File: config.mk
export PLATFORM = sky130hd
export DESIGN_NAME = calibration_overlay_sector_remap
export DESIGN_NICKNAME = d
export VERILOG_FILES = /design/src/rtl/cosr_pkg.sv /design/src/rtl/cosr_ctrl.sv /design/src/rtl/cosr_dp.sv /design/src/rtl/calibration_overlay_sector_remap.sv
export SDC_FILE = /design/constraint.sdc
export NUM_CORES = 1
export LEC_CHECK = 0
export BUFFER_PORTS_ARGS = -buffer_cell sky130_fd_sc_hd__buf_4
export CAP_MARGIN = 5
export CORE_MARGIN = 8
export CORE_UTILIZATION = 60
export DETAILED_ROUTE_END_ITERATION = 16
export PLACE_DENSITY = 0.83
export SLEW_MARGIN = 20
export SYNTH_ARGS = -nofsm -noshare
export SYNTH_HDL_FRONTEND = slang
export SYNTH_HIERARCHICAL = 1
export SYNTH_SLANG_ARGS = --single-unit
File: constraint.sdc
create_clock -name clk_i -period 10.1 [get_ports clk_i]
set_input_delay 1.01 -clock clk_i [delete_from_list [all_inputs] [get_ports clk_i]]
set_output_delay 1.01 -clock clk_i [all_outputs]
set_load 0.02 [all_outputs]
File: src/rtl/cosr_pkg.sv
// Package for the calibration overlay sector remap block.
// Sizes, operation and status codes, register indexes and the controller
// to datapath command and status types. No dependencies.
package cosr_pkg;

  // Geometry of the ROM reference page and the RAM work page
  localparam int SECTOR_LOG  = 10;
  localparam int ROM_SECTORS = 16;
  localparam int RAM_SECTORS = 8;

  // Table index and entry widths
  localparam int ROM_IDX_W = (ROM_SECTORS > 1) ? $clog2(ROM_SECTORS) : 1;
  localparam int RAM_IDX_W = (RAM_SECTORS > 1) ? $clog2(RAM_SECTORS) : 1;
  localparam int SEC_W     = $clog2(ROM_SECTORS + 1);
  localparam int SLOT_W    = $clog2(RAM_SECTORS + 2);

  // Size of the ROM page in bytes
  localparam logic [32:0] ROM_SPAN = 33'(ROM_SECTORS) << SECTOR_LOG;

  // Field widths
  localparam int ADDR_W     = 32;
  localparam int KIND_W     = 2;
  localparam int IN_SEC_W   = 8;
  localparam int STATUS_W   = 3;
  localparam int SEC_OUT_W  = 5;
  localparam int CFG_IDX_W  = 2;

  typedef enum logic [KIND_W-1:0] {
    KIND_XLATE   = 2'd0,
    KIND_MAP     = 2'd1,
    KIND_UNMAP   = 2'd2,
    KIND_RELEASE = 2'd3
  } cosr_kind_e;

  typedef enum logic [STATUS_W-1:0] {
    ST_OK         = 3'd0,
    ST_BAD_SECTOR = 3'd1,
    ST_NOT_MAPPED = 3'd2,
    ST_RAM_FULL   = 3'd3,
    ST_NO_RELEASE = 3'd4
  } cosr_status_e;

  typedef enum logic [CFG_IDX_W-1:0] {
    REG_WORK_PAGE_EN = 2'd0,
    REG_ROM_BASE     = 2'd1,
    REG_RAM_BASE     = 2'd2
  } cosr_reg_e;

  typedef enum logic [1:0] {
    S_IDLE,
    S_EXEC,
    S_STEP2,
    S_OUT
  } cosr_state_e;

  // Controller to datapath
  typedef struct packed {
    logic capture;
    logic exec;
    logic step2;
  } cosr_cmd_t;

  // Datapath to controller
  typedef struct packed {
    logic two_step;
  } cosr_sts_t;

endpackage

File: src/rtl/cosr_ctrl.sv
// Sequencing controller for the overlay sector remap block.
// Depends on cosr_pkg for the state enum and the command/status structs.
module cosr_ctrl (
  input  logic               clk_i,
  input  logic               rst_ni,
  input  logic               in_valid_i,
  output logic               in_ready_o,
  output logic               out_valid_o,
  input  logic               out_ready_i,
  input  cosr_pkg::cosr_sts_t sts_i,
  output cosr_pkg::cosr_cmd_t cmd_o
);

  cosr_pkg::cosr_state_e state_q, state_d;

  // State register
  always_ff @(posedge clk_i or negedge rst_ni) begin
    if (!rst_ni) begin
      state_q <= cosr_pkg::S_IDLE;
    end else begin
      state_q <= state_d;
    end
  end

  // Next state and commands
  always_comb begin
    state_d     = state_q;
    cmd_o       = '0;
    in_ready_o  = 1'b0;
    out_valid_o = 1'b0;
    case (state_q)
      cosr_pkg::S_IDLE: begin
        in_ready_o = 1'b1;
        if (in_valid_i) begin
          cmd_o.capture = 1'b1;
          state_d       = cosr_pkg::S_EXEC;
        end
      end
      cosr_pkg::S_EXEC: begin
        cmd_o.exec = 1'b1;
        state_d    = sts_i.two_step ? cosr_pkg::S_STEP2 : cosr_pkg::S_OUT;
      end
      cosr_pkg::S_STEP2: begin
        cmd_o.step2 = 1'b1;
        state_d     = cosr_pkg::S_OUT;
      end
      cosr_pkg::S_OUT: begin
        out_valid_o = 1'b1;
        if (out_ready_i) begin
          state_d = cosr_pkg::S_IDLE;
        end
      end
      default: begin
        state_d = cosr_pkg::S_IDLE;
      end
    endcase
  end

`ifndef SYNTHESIS
  // Never accept an input while a result is on offer
  a_no_overlap: assert property (@(posedge clk_i) disable iff (!rst_ni)
    !(in_ready_o && out_valid_o))
    else $error("input taken while result pending");

  // A captured item is always executed in the next cycle
  a_capture_exec: assert property (@(posedge clk_i) disable iff (!rst_ni)
    cmd_o.capture |=> cmd_o.exec)
    else $error("capture not followed by execute");

  // Execution is followed by step two or by the offered result
  a_exec_out: assert property (@(posedge clk_i) disable iff (!rst_ni)
    cmd_o.exec |=> (out_valid_o || cmd_o.step2))
    else $error("execute not followed by step two or result");
`endif

endmodule

File: src/rtl/cosr_dp.sv
// Datapath for the overlay sector remap block: configuration registers,
// sector and slot tables, slot allocator and result registers.
// Depends on cosr_pkg for sizes, codes and the command/status structs.
module cosr_dp (
  input  logic                                clk_i,
  input  logic                                rst_ni,
  input  cosr_pkg::cosr_cmd_t                 cmd_i,
  output cosr_pkg::cosr_sts_t                 sts_o,
  input  logic                                cfg_write_i,
  input  logic [cosr_pkg::CFG_IDX_W-1:0]      cfg_index_i,
  input  logic [cosr_pkg::ADDR_W-1:0]         cfg_data_i,
  input  logic [cosr_pkg::KIND_W-1:0]         kind_i,
  input  logic [cosr_pkg::ADDR_W-1:0]         address_i,
  input  logic [cosr_pkg::IN_SEC_W-1:0]       rom_sector_i,
  output logic [cosr_pkg::STATUS_W-1:0]       status_o,
  output logic [cosr_pkg::ADDR_W-1:0]         address_out_o,
  output logic [cosr_pkg::SEC_OUT_W-1:0]      sector_out_o,
  output logic                                remapped_o
);

  localparam int SL = cosr_pkg::SECTOR_LOG;

  // Configuration
  logic                         wpe_q;
  logic [cosr_pkg::ADDR_W-1:0]  rom_base_q, ram_base_q;

  // Tables and allocator
  logic [cosr_pkg::SLOT_W-1:0]  rom_tbl_q [cosr_pkg::ROM_SECTORS];
  logic [cosr_pkg::SEC_W-1:0]   own_tbl_q [cosr_pkg::RAM_SECTORS];
  logic [cosr_pkg::SLOT_W-1:0]  nfs_q;

  // Captured item
  cosr_pkg::cosr_kind_e          kind_q;
  logic [cosr_pkg::ADDR_W-1:0]   addr_q;
  logic [cosr_pkg::IN_SEC_W-1:0] sec_q;

  // Intermediate values between execute and step two
  logic [cosr_pkg::ADDR_W-1:0]   off_q;
  logic [cosr_pkg::SEC_W-1:0]    rsec_q;
  logic [cosr_pkg::ROM_IDX_W-1:0] ridx_q;
  logic [cosr_pkg::SEC_W-1:0]    owner_q;
  logic                          rel_ok_q;

  // Result registers
  cosr_pkg::cosr_status_e          status_q;
  logic [cosr_pkg::ADDR_W-1:0]     aout_q;
  logic [cosr_pkg::SEC_OUT_W-1:0]  sout_q;
  logic                            remap_q;

  // Combinational helpers
  logic [cosr_pkg::ADDR_W-1:0]    off;
  logic                           in_page;
  logic                           bad_sec;
  logic [cosr_pkg::ROM_IDX_W-1:0] sidx;
  logic [cosr_pkg::RAM_IDX_W-1:0] nidx, nidx_m1;
  logic [cosr_pkg::SLOT_W-1:0]    sec_slot;
  logic [cosr_pkg::SLOT_W-1:0]    xl_slot, xl_slot_m1;
  logic [cosr_pkg::ROM_IDX_W-1:0] oidx;
  logic [cosr_pkg::SLOT_W-1:0]    own_slot;
  logic                           rel_go;
  logic [cosr_pkg::IN_SEC_W-1:0]  sec_m1;
  logic [cosr_pkg::SEC_W-1:0]     owner_m1;
  logic [cosr_pkg::SLOT_W-1:0]    nfs_m1, nfs_m2, sec_slot_m1, own_slot_m1;

  assign sts_o.two_step = (kind_q == cosr_pkg::KIND_XLATE) ||
                          (kind_q == cosr_pkg::KIND_RELEASE);

  // Address offset and page hit
  assign off     = addr_q - rom_base_q;
  assign in_page = (addr_q >= rom_base_q) && ({1'b0, off} < cosr_pkg::ROM_SPAN);

  // Sector and slot indexes
  assign bad_sec = (sec_q == '0) ||
                   (sec_q > cosr_pkg::IN_SEC_W'(cosr_pkg::ROM_SECTORS));
  assign sec_m1      = sec_q - 1'b1;
  assign sidx        = sec_m1[cosr_pkg::ROM_IDX_W-1:0];
  assign nfs_m1      = nfs_q - 1'b1;
  assign nfs_m2      = nfs_q - cosr_pkg::SLOT_W'(2);
  assign nidx        = nfs_m1[cosr_pkg::RAM_IDX_W-1:0];
  assign nidx_m1     = nfs_m2[cosr_pkg::RAM_IDX_W-1:0];
  assign sec_slot    = rom_tbl_q[sidx];
  assign sec_slot_m1 = sec_slot - 1'b1;

  // Translate lookup
  assign xl_slot    = rom_tbl_q[ridx_q];
  assign xl_slot_m1 = xl_slot - 1'b1;

  // Release lookup
  assign owner_m1    = owner_q - 1'b1;
  assign oidx        = owner_m1[cosr_pkg::ROM_IDX_W-1:0];
  assign own_slot    = rom_tbl_q[oidx];
  assign own_slot_m1 = own_slot - 1'b1;
  assign rel_go      = rel_ok_q && (owner_q != '0) &&
                       (owner_q <= cosr_pkg::SEC_W'(cosr_pkg::ROM_SECTORS)) &&
                       (own_slot != '0);

  // Configuration registers
  always_ff @(posedge clk_i or negedge rst_ni) begin
    if (!rst_ni) begin
      wpe_q      <= 1'b0;
      rom_base_q <= '0;
      ram_base_q <= '0;
    end else if (cfg_write_i) begin
      case (cfg_index_i)
        cosr_pkg::REG_WORK_PAGE_EN: wpe_q      <= cfg_data_i[0];
        cosr_pkg::REG_ROM_BASE:     rom_base_q <= cfg_data_i;
        cosr_pkg::REG_RAM_BASE:     ram_base_q <= cfg_data_i;
        default: ;
      endcase
    end
  end

  // Item capture and intermediate values
  always_ff @(posedge clk_i) begin
    if (cmd_i.capture) begin
      kind_q <= cosr_pkg::cosr_kind_e'(kind_i);
      addr_q <= address_i;
      sec_q  <= rom_sector_i;
    end
    if (cmd_i.exec) begin
      off_q    <= off;
      rsec_q   <= in_page ? (cosr_pkg::SEC_W'(off[SL +: cosr_pkg::ROM_IDX_W]) + 1'b1)
                          : '0;
      ridx_q   <= off[SL +: cosr_pkg::ROM_IDX_W];
      owner_q  <= own_tbl_q[nidx_m1];
      rel_ok_q <= (nfs_q > cosr_pkg::SLOT_W'(1));
    end
  end

  // Tables, allocator and results
  always_ff @(posedge clk_i or negedge rst_ni) begin
    if (!rst_ni) begin
      for (int i = 0; i < cosr_pkg::ROM_SECTORS; i++) rom_tbl_q[i] <= '0;
      for (int i = 0; i < cosr_pkg::RAM_SECTORS; i++) own_tbl_q[i] <= '0;
      nfs_q    <= cosr_pkg::SLOT_W'(1);
      status_q <= cosr_pkg::ST_OK;
      aout_q   <= '0;
      sout_q   <= '0;
      remap_q  <= 1'b0;
    end else if (cmd_i.exec) begin
      status_q <= cosr_pkg::ST_OK;
      aout_q   <= '0;
      sout_q   <= '0;
      remap_q  <= 1'b0;
      case (kind_q)
        cosr_pkg::KIND_MAP: begin
          if (bad_sec) begin
            status_q <= cosr_pkg::ST_BAD_SECTOR;
          end else if (nfs_q > cosr_pkg::SLOT_W'(cosr_pkg::RAM_SECTORS)) begin
            status_q <= cosr_pkg::ST_RAM_FULL;
          end else begin
            rom_tbl_q[sidx] <= nfs_q;
            own_tbl_q[nidx] <= cosr_pkg::SEC_W'(sec_q);
            sout_q          <= cosr_pkg::SEC_OUT_W'(nfs_q);
            nfs_q           <= nfs_q + 1'b1;
          end
        end
        cosr_pkg::KIND_UNMAP: begin
          if (bad_sec) begin
            status_q <= cosr_pkg::ST_BAD_SECTOR;
          end else if (sec_slot == '0) begin
            status_q <= cosr_pkg::ST_NOT_MAPPED;
          end else begin
            own_tbl_q[sec_slot_m1[cosr_pkg::RAM_IDX_W-1:0]] <= '0;
            rom_tbl_q[sidx] <= '0;
          end
        end
        default: ;
      endcase
    end else if (cmd_i.step2) begin
      case (kind_q)
        cosr_pkg::KIND_XLATE: begin
          sout_q <= cosr_pkg::SEC_OUT_W'(rsec_q);
          if (wpe_q && (rsec_q != '0) && (xl_slot != '0)) begin
            aout_q  <= ram_base_q +
                       cosr_pkg::ADDR_W'({xl_slot_m1, off_q[SL-1:0]});
            remap_q <= 1'b1;
          end else begin
            aout_q <= addr_q;
          end
        end
        cosr_pkg::KIND_RELEASE: begin
          if (rel_go) begin
            own_tbl_q[own_slot_m1[cosr_pkg::RAM_IDX_W-1:0]] <= '0;
            rom_tbl_q[oidx] <= '0;
            nfs_q           <= nfs_m1;
            status_q        <= cosr_pkg::ST_OK;
          end else begin
            status_q <= cosr_pkg::ST_NO_RELEASE;
          end
        end
        default: ;
      endcase
    end
  end

  assign status_o      = status_q;
  assign address_out_o = aout_q;
  assign sector_out_o  = sout_q;
  assign remapped_o    = remap_q;

`ifndef SYNTHESIS
  // Allocator never leaves its legal range
  a_nfs_range: assert property (@(posedge clk_i) disable iff (!rst_ni)
    (nfs_q >= cosr_pkg::SLOT_W'(1)) &&
    (nfs_q <= cosr_pkg::SLOT_W'(cosr_pkg::RAM_SECTORS + 1)))
    else $error("next free slot out of range");

  // Tables and allocator only move in execute or step two
  a_nfs_quiet: assert property (@(posedge clk_i) disable iff (!rst_ni)
    (!cmd_i.exec && !cmd_i.step2) |=> $stable(nfs_q))
    else $error("allocator moved outside an operation");

  // Redirection always reports success
  a_remap_ok: assert property (@(posedge clk_i) disable iff (!rst_ni)
    remap_q |-> (status_q == cosr_pkg::ST_OK))
    else $error("remapped result with error status");
`endif

endmodule

File: src/rtl/calibration_overlay_sector_remap.sv
// An item is accepted in the idle state. Map and unmap then pass through the
// execute state before the result is offered; translate and release also
// pass through step two for the second table lookup. One item at a time: no
// new item is accepted until the result has been taken.
// Reset (asynchronous, active low) clears the configuration, both tables,
// and sets the next free slot to 1; the block leaves reset in the idle state.
module calibration_overlay_sector_remap (
  input  logic                                clk_i,
  input  logic                                rst_ni,
  // Configuration write channel
  input  logic                                cfg_valid_i,
  output logic                                cfg_ready_o,
  input  logic [cosr_pkg::CFG_IDX_W-1:0]      cfg_index_i,
  input  logic [cosr_pkg::ADDR_W-1:0]         cfg_data_i,
  // Input channel
  input  logic                                in_valid_i,
  output logic                                in_ready_o,
  input  logic [cosr_pkg::KIND_W-1:0]         kind_i,
  input  logic [cosr_pkg::ADDR_W-1:0]         address_i,
  input  logic [cosr_pkg::IN_SEC_W-1:0]       rom_sector_i,
  // Output channel
  output logic                                out_valid_o,
  input  logic                                out_ready_i,
  output logic [cosr_pkg::STATUS_W-1:0]       status_o,
  output logic [cosr_pkg::ADDR_W-1:0]         address_out_o,
  output logic [cosr_pkg::SEC_OUT_W-1:0]      sector_out_o,
  output logic                                remapped_o
);

  cosr_pkg::cosr_cmd_t cmd;
  cosr_pkg::cosr_sts_t sts;

  // Configuration writes are always taken
  assign cfg_ready_o = 1'b1;

  cosr_ctrl u_ctrl (
    .clk_i       (clk_i),
    .rst_ni      (rst_ni),
    .in_valid_i  (in_valid_i),
    .in_ready_o  (in_ready_o),
    .out_valid_o (out_valid_o),
    .out_ready_i (out_ready_i),
    .sts_i       (sts),
    .cmd_o       (cmd)
  );

  cosr_dp u_dp (
    .clk_i         (clk_i),
    .rst_ni        (rst_ni),
    .cmd_i         (cmd),
    .sts_o         (sts),
    .cfg_write_i   (cfg_valid_i & cfg_ready_o),
    .cfg_index_i   (cfg_index_i),
    .cfg_data_i    (cfg_data_i),
    .kind_i        (kind_i),
    .address_i     (address_i),
    .rom_sector_i  (rom_sector_i),
    .status_o      (status_o),
    .address_out_o (address_out_o),
    .sector_out_o  (sector_out_o),
    .remapped_o    (remapped_o)
  );

endmodule
# After elaboration in Yosys (flattened, before gate mapping)
# Index checks and enable logic that the tools add are counted.
[classes] reduce_logical=36 n_div=0 mux=82 multipliers=0 add_sub_neg=11 shift=0 n_bitwise=15 n_eq_ne=18 order_cmp=18
[ops] operator="$mux W64" n=8
[ops] operator="$mux W40" n=8
[ops] operator="$and A64 B64 Y64" n=2
[ops] operator="$mux W32" n=4
[ops] operator="$not A64 Y64" n=2
[ops] operator="$pmux W64 S2" n=1
[ops] operator="$and A40 B40 Y40" n=2
[ops] operator="$not A40 Y40" n=2
[ops] operator="$pmux W40 S2" n=1
[ops] operator="$bwmux W64" n=1
[ops] operator="$mux W4" n=16
[ops] operator="$mux W5" n=10
[ops] operator="$bmux W4 S4" n=3
[ops] operator="$demux W5 S3" n=3
[ops] operator="$bwmux W40" n=1
[ops] operator="$add A32 B14 Y32" n=1
[ops] operator="$demux W4 S4" n=2
[ops] operator="$ge A32 B32 Y1" n=1
[ops] operator="$lt A32 B15 Y1 const B" n=1
[ops] operator="$sub A32 B32 Y32" n=1
[ops] operator="$mux W3" n=6
[ops] operator="$ge A4 B4 Y1 const B" n=4
[ops] operator="$not A3 Y4" n=4
[ops] operator="$sub A4 B1 Y4 const B" n=4
[ops] operator="other kinds (35)" n=92
[word_totals] latch_bits=0 regBits=283 output_inout_bits=44 ram_bits=0 in_bits=81 romBits=0 n_memories=0

# Longest topological paths before layout
[logic_depth] word_depth=17 depth_mapped=18

# Hierarchy
# The synthesis kept the hierarchy.
[modules_own_cells] mod="cosr_dp" n_inst=1 seq_area_each_um2=7368.3 cells_each=1464 area_per_inst_um2=16211.8
[modules_own_cells] mod="cosr_ctrl" n_inst=1 seq_area_each_um2=50.0 cells_each=17 area_per_inst_um2=178.9
[modules_own_cells] mod="calibration_overlay_sector_remap" n_inst=1 seq_area_each_um2=0.0 cells_each=2 area_per_inst_um2=11.3

# Worst setup path before layout
# OpenSTA, ideal clock, no wires.
[synth_timing] path_type="register -> register" start="register u_dp/owner_q[0] in the netlist's numbering" end="register u_dp/rom_tbl_q[33] in the netlist's numbering" arrival_ps=4368 setup_time_ps=121 n_path_buf=6 path_stages_with_launch=19 setup_slack_ps=5611 cell_sequence="edfxtp_1 buf_2 buf_1 inv_1 ha_1 clkbuf_1 clkbuf_1 mux4_2 nand2_1 a21oi_1 a21oi_1 ha_1 o21a_1 a211oi_1 nand2b_1 and2_1 buf_2 buf_2 a22o_1"
[synth_between] elab_chain_len=12
[synth_rtl] item="start: declaration" line_no="cosr_dp.sv:41" source="logic [cosr_pkg::SEC_W-1:0] owner_q;"
[synth_rtl] item="start signal: assignment" line_no="cosr_dp.sv:125" source="owner_q <= own_tbl_q[nidx_m1];"
[synth_rtl] item="$sub A4 B1 Y4" line_no="cosr_dp.sv:89" source="assign owner_m1 = owner_q - 1'b1;"
[synth_rtl] item="$not A4 Y5 (implied by the code)" line_no="cosr_dp.sv:91, cosr_dp.sv:185"
[synth_rtl] item="$ge A5 B5 Y1 (implied by the code) or $lt A5 B1 Y1 (tied branches)" line_no="cosr_dp.sv:185" source="rom_tbl_q[oidx] <= '0;"
[synth_rtl] item="$logic_and A1 B1 Y1 (implied by the code)" line_no="cosr_dp.sv:185"
[synth_rtl] item="$mux W4 (implied by the code)" line_no="cosr_dp.sv:185"
[synth_rtl] item="$demux W4 S4" line_no="cosr_dp.sv:185"
[synth_rtl] item="$not A64 Y64 (no source line)"
[synth_rtl] item="$and A64 B64 Y64 (no source line)"
[synth_rtl] item="$mux W64" line_no="cosr_dp.sv:183" source="if (rel_go) begin"
[synth_rtl] item="$mux W64" line_no="cosr_dp.sv:171" source="case (kind_q)"
[synth_rtl] item="$mux W64" line_no="cosr_dp.sv:170" source="end else if (cmd_i.step2) begin"
[synth_rtl] item="$mux W64" line_no="cosr_dp.sv:140" source="end else if (cmd_i.exec) begin"
[synth_rtl] item="end signal: indexed assignment" line_no="cosr_dp.sv:152" source="rom_tbl_q[sidx] <= nfs_q;"
[synth_rtl] item="end: declaration" line_no="cosr_dp.sv:28" source="logic [cosr_pkg::SLOT_W-1:0] rom_tbl_q [cosr_pkg::ROM_SECTORS];"
# Several ways; a longest one is shown, not always the timed one. The select of a mux whose other input is x is not followed.
# A chain may end at the register's enable or synchronous reset.

# Worst setup path after layout
[layout_timing] start="register u_dp/owner_q[0] in the netlist's numbering" end="register u_dp/rom_tbl_q[49] in the netlist's numbering"
# The elaborated chain is that of the path after synthesis.

==> results.yml <==
route:
  num_vias: 13100
  drt_iter0_drc: 1423
  wl_um: 46400
  vias_per_cell: 6.74
  detail-route-antenna-nets: 0
  drc: 0
  drt_first_pass_iters: 5
  wl_per_cell_um: 23.9
sta:
  finalCritPeriodShare_pct: 50.5
  fmax_mhz: 196
  rsz0062_at_grt: "false"
  hold_viol_final: 0
  hold_slack_ps: 410
  worstMarginPinSlew_ps: 1060
  clock_skew_ps: 27.3
  slew_headroom_pct: 28.5
  setup_viol: 0
  post-route-min-period_ps: 5100
  maxSlewViolCount: 0
  setup_tns_ps: 0
setup_path:
  slowest_delay_ps: 910
  cp-end-kind: "flop"
  rr_worst_depth: 13
  critPathMaxFanout: 25
  crit_chain: "buf_4 -> inv_1 -> ha_1 -> mux4_2 -> nand2_1 -> a21oi_1 -> a21oi_1 -> ha_1 -> o21a_1 -> a211oi_1 -> nand2b_1 -> and2_1 -> a22o_1"
  timing.rr.start: "u_dp/owner_q[0]"
  reg2reg_to: "u_dp/rom_tbl_q[49]"
  slowest_stage: "ha_1"
  crit_arrival_ps: 5540
  path_class: "reg -> reg"
  r2r_setup_slack_ps: 5000
  start_kind: "flop"
  cp_top_family: "simple AND/OR/NAND/NOR gates"
  cp_num_buf_inv: 2
  critPathRequiredTime_ps: 10540
floorplanning:
  pin_count: 125
  die_h_um: 181
  core_um2: 26900
  rows: 60
  die_x_um: 181
  initial_utilization_pct: 61.0
  dieArea_um2: 32900
logic_synthesis:
  syn_area_per_cell_um2: 11.1
  yosysWarnings: 6
  syn_inst: 1483
  synth_cell_types: 78
  ys_ff_latch: 283
  ys_seq_area_share_pct: 45.2
  syn_area_um2: 16400
  synth-main-ff-cell: "dfrtp_1"
  synth_nets: 1641
  async_reset_ff_share_pct: 76.3
  netlist.top_cell.by_area: "dfrtp_1"
  synth_edf_count: 67
  synth.area.top_cells: "dfrtp_1 (33%), edfxtp_1 (12%), mux4_2 (9.1%)"
  synth_top_area_share_pct: 32.8
finish:
  nNetsFinal: 1733
  diodes: 0
  drive_gt1_share_pct: 21.2
  post-route-util_pct: 69.1
  syn_to_final_growth_pct: 13.3
global_route:
  grt_pass1_vias: 13100
  grt_overflow: 0
  antenna_found_initial: 0
  track_usage_pct: 27.6
  grt_pass1_wl_um: 72800
  grt_start_max_net_pins: 89
clock_network:
  cts.htree.levels: 1
  post_cts_buffers: 0
  cts_root_buf: "clkbuf_16"
  cts_made_buffers: 31
  cts_tree: "built"
  clk_latency_ps: 580
  clock_sinks: 283
  cts_buffer_depth: 3
  clkSlewWorstSetupHoldPaths_ps: 60
  holdBufCountCts: 0
  cts_resized: 0
power_and_ir_drop:
  irDropWorstVdd_uv: 223
  p_leak_nw: 7.92
  power.density_nw_per_um2: 243
placed_design:
  place.gp.congestion: 1.03
  dp_hpwl_um: 32900
  port_buffers: 123
run:
  maxCapViolations: 0
worst_hold_path:
  hold_class: "in -> async"
outcome:
  status: "finished clean"
## worst max path at each step
stage | cells after the start | start | end
floorplan | 18 | u_dp/owner_q[0] | u_dp/rom_tbl_q[33]
global placement | 12 | u_dp/sec_q[0] | u_dp/rom_tbl_q[58]
detailed placement | 12 | u_dp/sec_q[0] | u_dp/rom_tbl_q[33]
CTS | 13 | u_dp/owner_q[0] | u_dp/rom_tbl_q[49]
global route | 13 | u_dp/owner_q[0] | u_dp/rom_tbl_q[41]
finish | 13 | u_dp/owner_q[0] | u_dp/rom_tbl_q[49]
## per-layer routing
| layer | global-route usage, % | routed length (um) | vias to the layer above |
|---|---|---|---|
| met5 | 0 | 0 | - |
| met1 | 36.7 | 19000 | 6420 |
| met2 | 42.3 | 21000 | 787 |
| met4 | 12.1 | 1870 | 0 |
| met3 | 7.20 | 4540 | 148 |
| li1 | - | - | 5735 |
## through the flow
step                      area [um^2]  instances  worst slack [ps]  total power, mW
after floorplan                 16400       1483              5610             2.78
after global placement          17500       1883              5200             3.30
after detailed placement        17500       1883              5090             3.35
after CTS                       18600       1941              5080             4.50
after global routing            18600       1941              4740             4.73
final                           18600       1941              5000             4.52
## cell type report
cell class,instances,area [um^2]
clock buffers,45,910
inverters,79,297
repair buffers,132,1000
clock inverters,13,129
multi-input cells,1048,8400
flip-flops and latches,283,7420
fillers,1966,8300
well taps,341,427
## power breakdown
group,total [mW],internal (mW),switching (mW)
clock,1.14,0.675,0.465
combinational,1.73,0.682,1.05
sequential,1.65,1.42,0.224
total,4.52,2.78,1.74
## cells in the final DEF, fill, tap and decap left out, types with 5 or more instances in the layout
cell type	n
a211oi_1	12
a21o_1	10
a21oi_1	74
a22o_1	71
a22oi_1	24
a31oi_1	6
and2_1	11
and3_1	9
buf_4	130
clkbuf_1	7
clkbuf_16	32
clkbuf_8	7
clkinv_2	5
dfrtp_1	215
edfxtp_1	67
ha_1	74
inv_1	79
mux2_2	71
mux2i_1	6
mux4_2	66
nand2_1	147
nand2b_1	17
nand3_1	28
nand4_1	12
nor2_1	84
nor2b_1	9
nor3_1	11
nor3b_1	5
o211ai_1	15
o21a_1	9
o21ai_0	73
o21ai_1	11
o21bai_1	5
o221ai_1	5
o22ai_1	13
o2bb2ai_1	26
or3_1	10
or4_1	5
xnor2_1	31
xor2_1	29
## worst reg2reg max path, cell delays in order, from the launching register on
cell and delay (ps):
edfxtp_1 330, buf_4 380, inv_1 130, ha_1 910, mux4_2 600, nand2_1 80
a21oi_1 70, a21oi_1 350, ha_1 270, o21a_1 160, a211oi_1 90, nand2b_1 630
and2_1 650, a22o_1 320
## kinds of logic (layout without fill, tap and decap cells)
kind of cell / count (synthesis) / count (layout) / synth area share (%)
xor+xnor: 62 / 62 / 3.40
other cells: 1 / 1 / 0.0229
compound gates: 397 / 397 / 16.8
buf+inv: 152 / 269 / 3.68
simple gates: 367 / 367 / 10.5
flops: 283 / 283 / 45.2
mux: 144 / 144 / 14.4
fa+ha+maj: 77 / 77 / 5.97
## synthesized netlist by cell type, types with 13 or more instances
master / n
a22o_1: 71
nand3_1: 28
nor2_1: 84
a21oi_1: 75
clkbuf_1: 41
inv_1: 79
a22oi_1: 24
xnor2_1: 31
edfxtp_1: 67
o21ai_0: 73
nand2b_1: 17
ha_1: 75
o2bb2ai_1: 26
o211ai_1: 15
buf_2: 21
mux4_2: 66
dfrtp_1: 215
o22ai_1: 13
nand2_1: 147
mux2_2: 71
xor2_1: 29
## state kept, by name, summed over array words and instances, names as in the netlist, 2 cells and up
signal	cells
u_dp/kind_q	2
u_ctrl/state_q	2
u_dp/nfs_q	4
u_dp/rom_tbl_q	64
u_dp/ram_base_q	32
u_dp/own_tbl_q	40
u_dp/off_q	10
u_dp/rom_base_q	32
u_dp/owner_q	5
u_dp/ridx_q	4
u_dp/addr_q	32
u_dp/sec_q	8
u_dp/sector_out_o	5
u_dp/rsec_q	5
u_dp/address_out_o	32
u_dp/status_o	3
(Power assumes the default switching activity.)
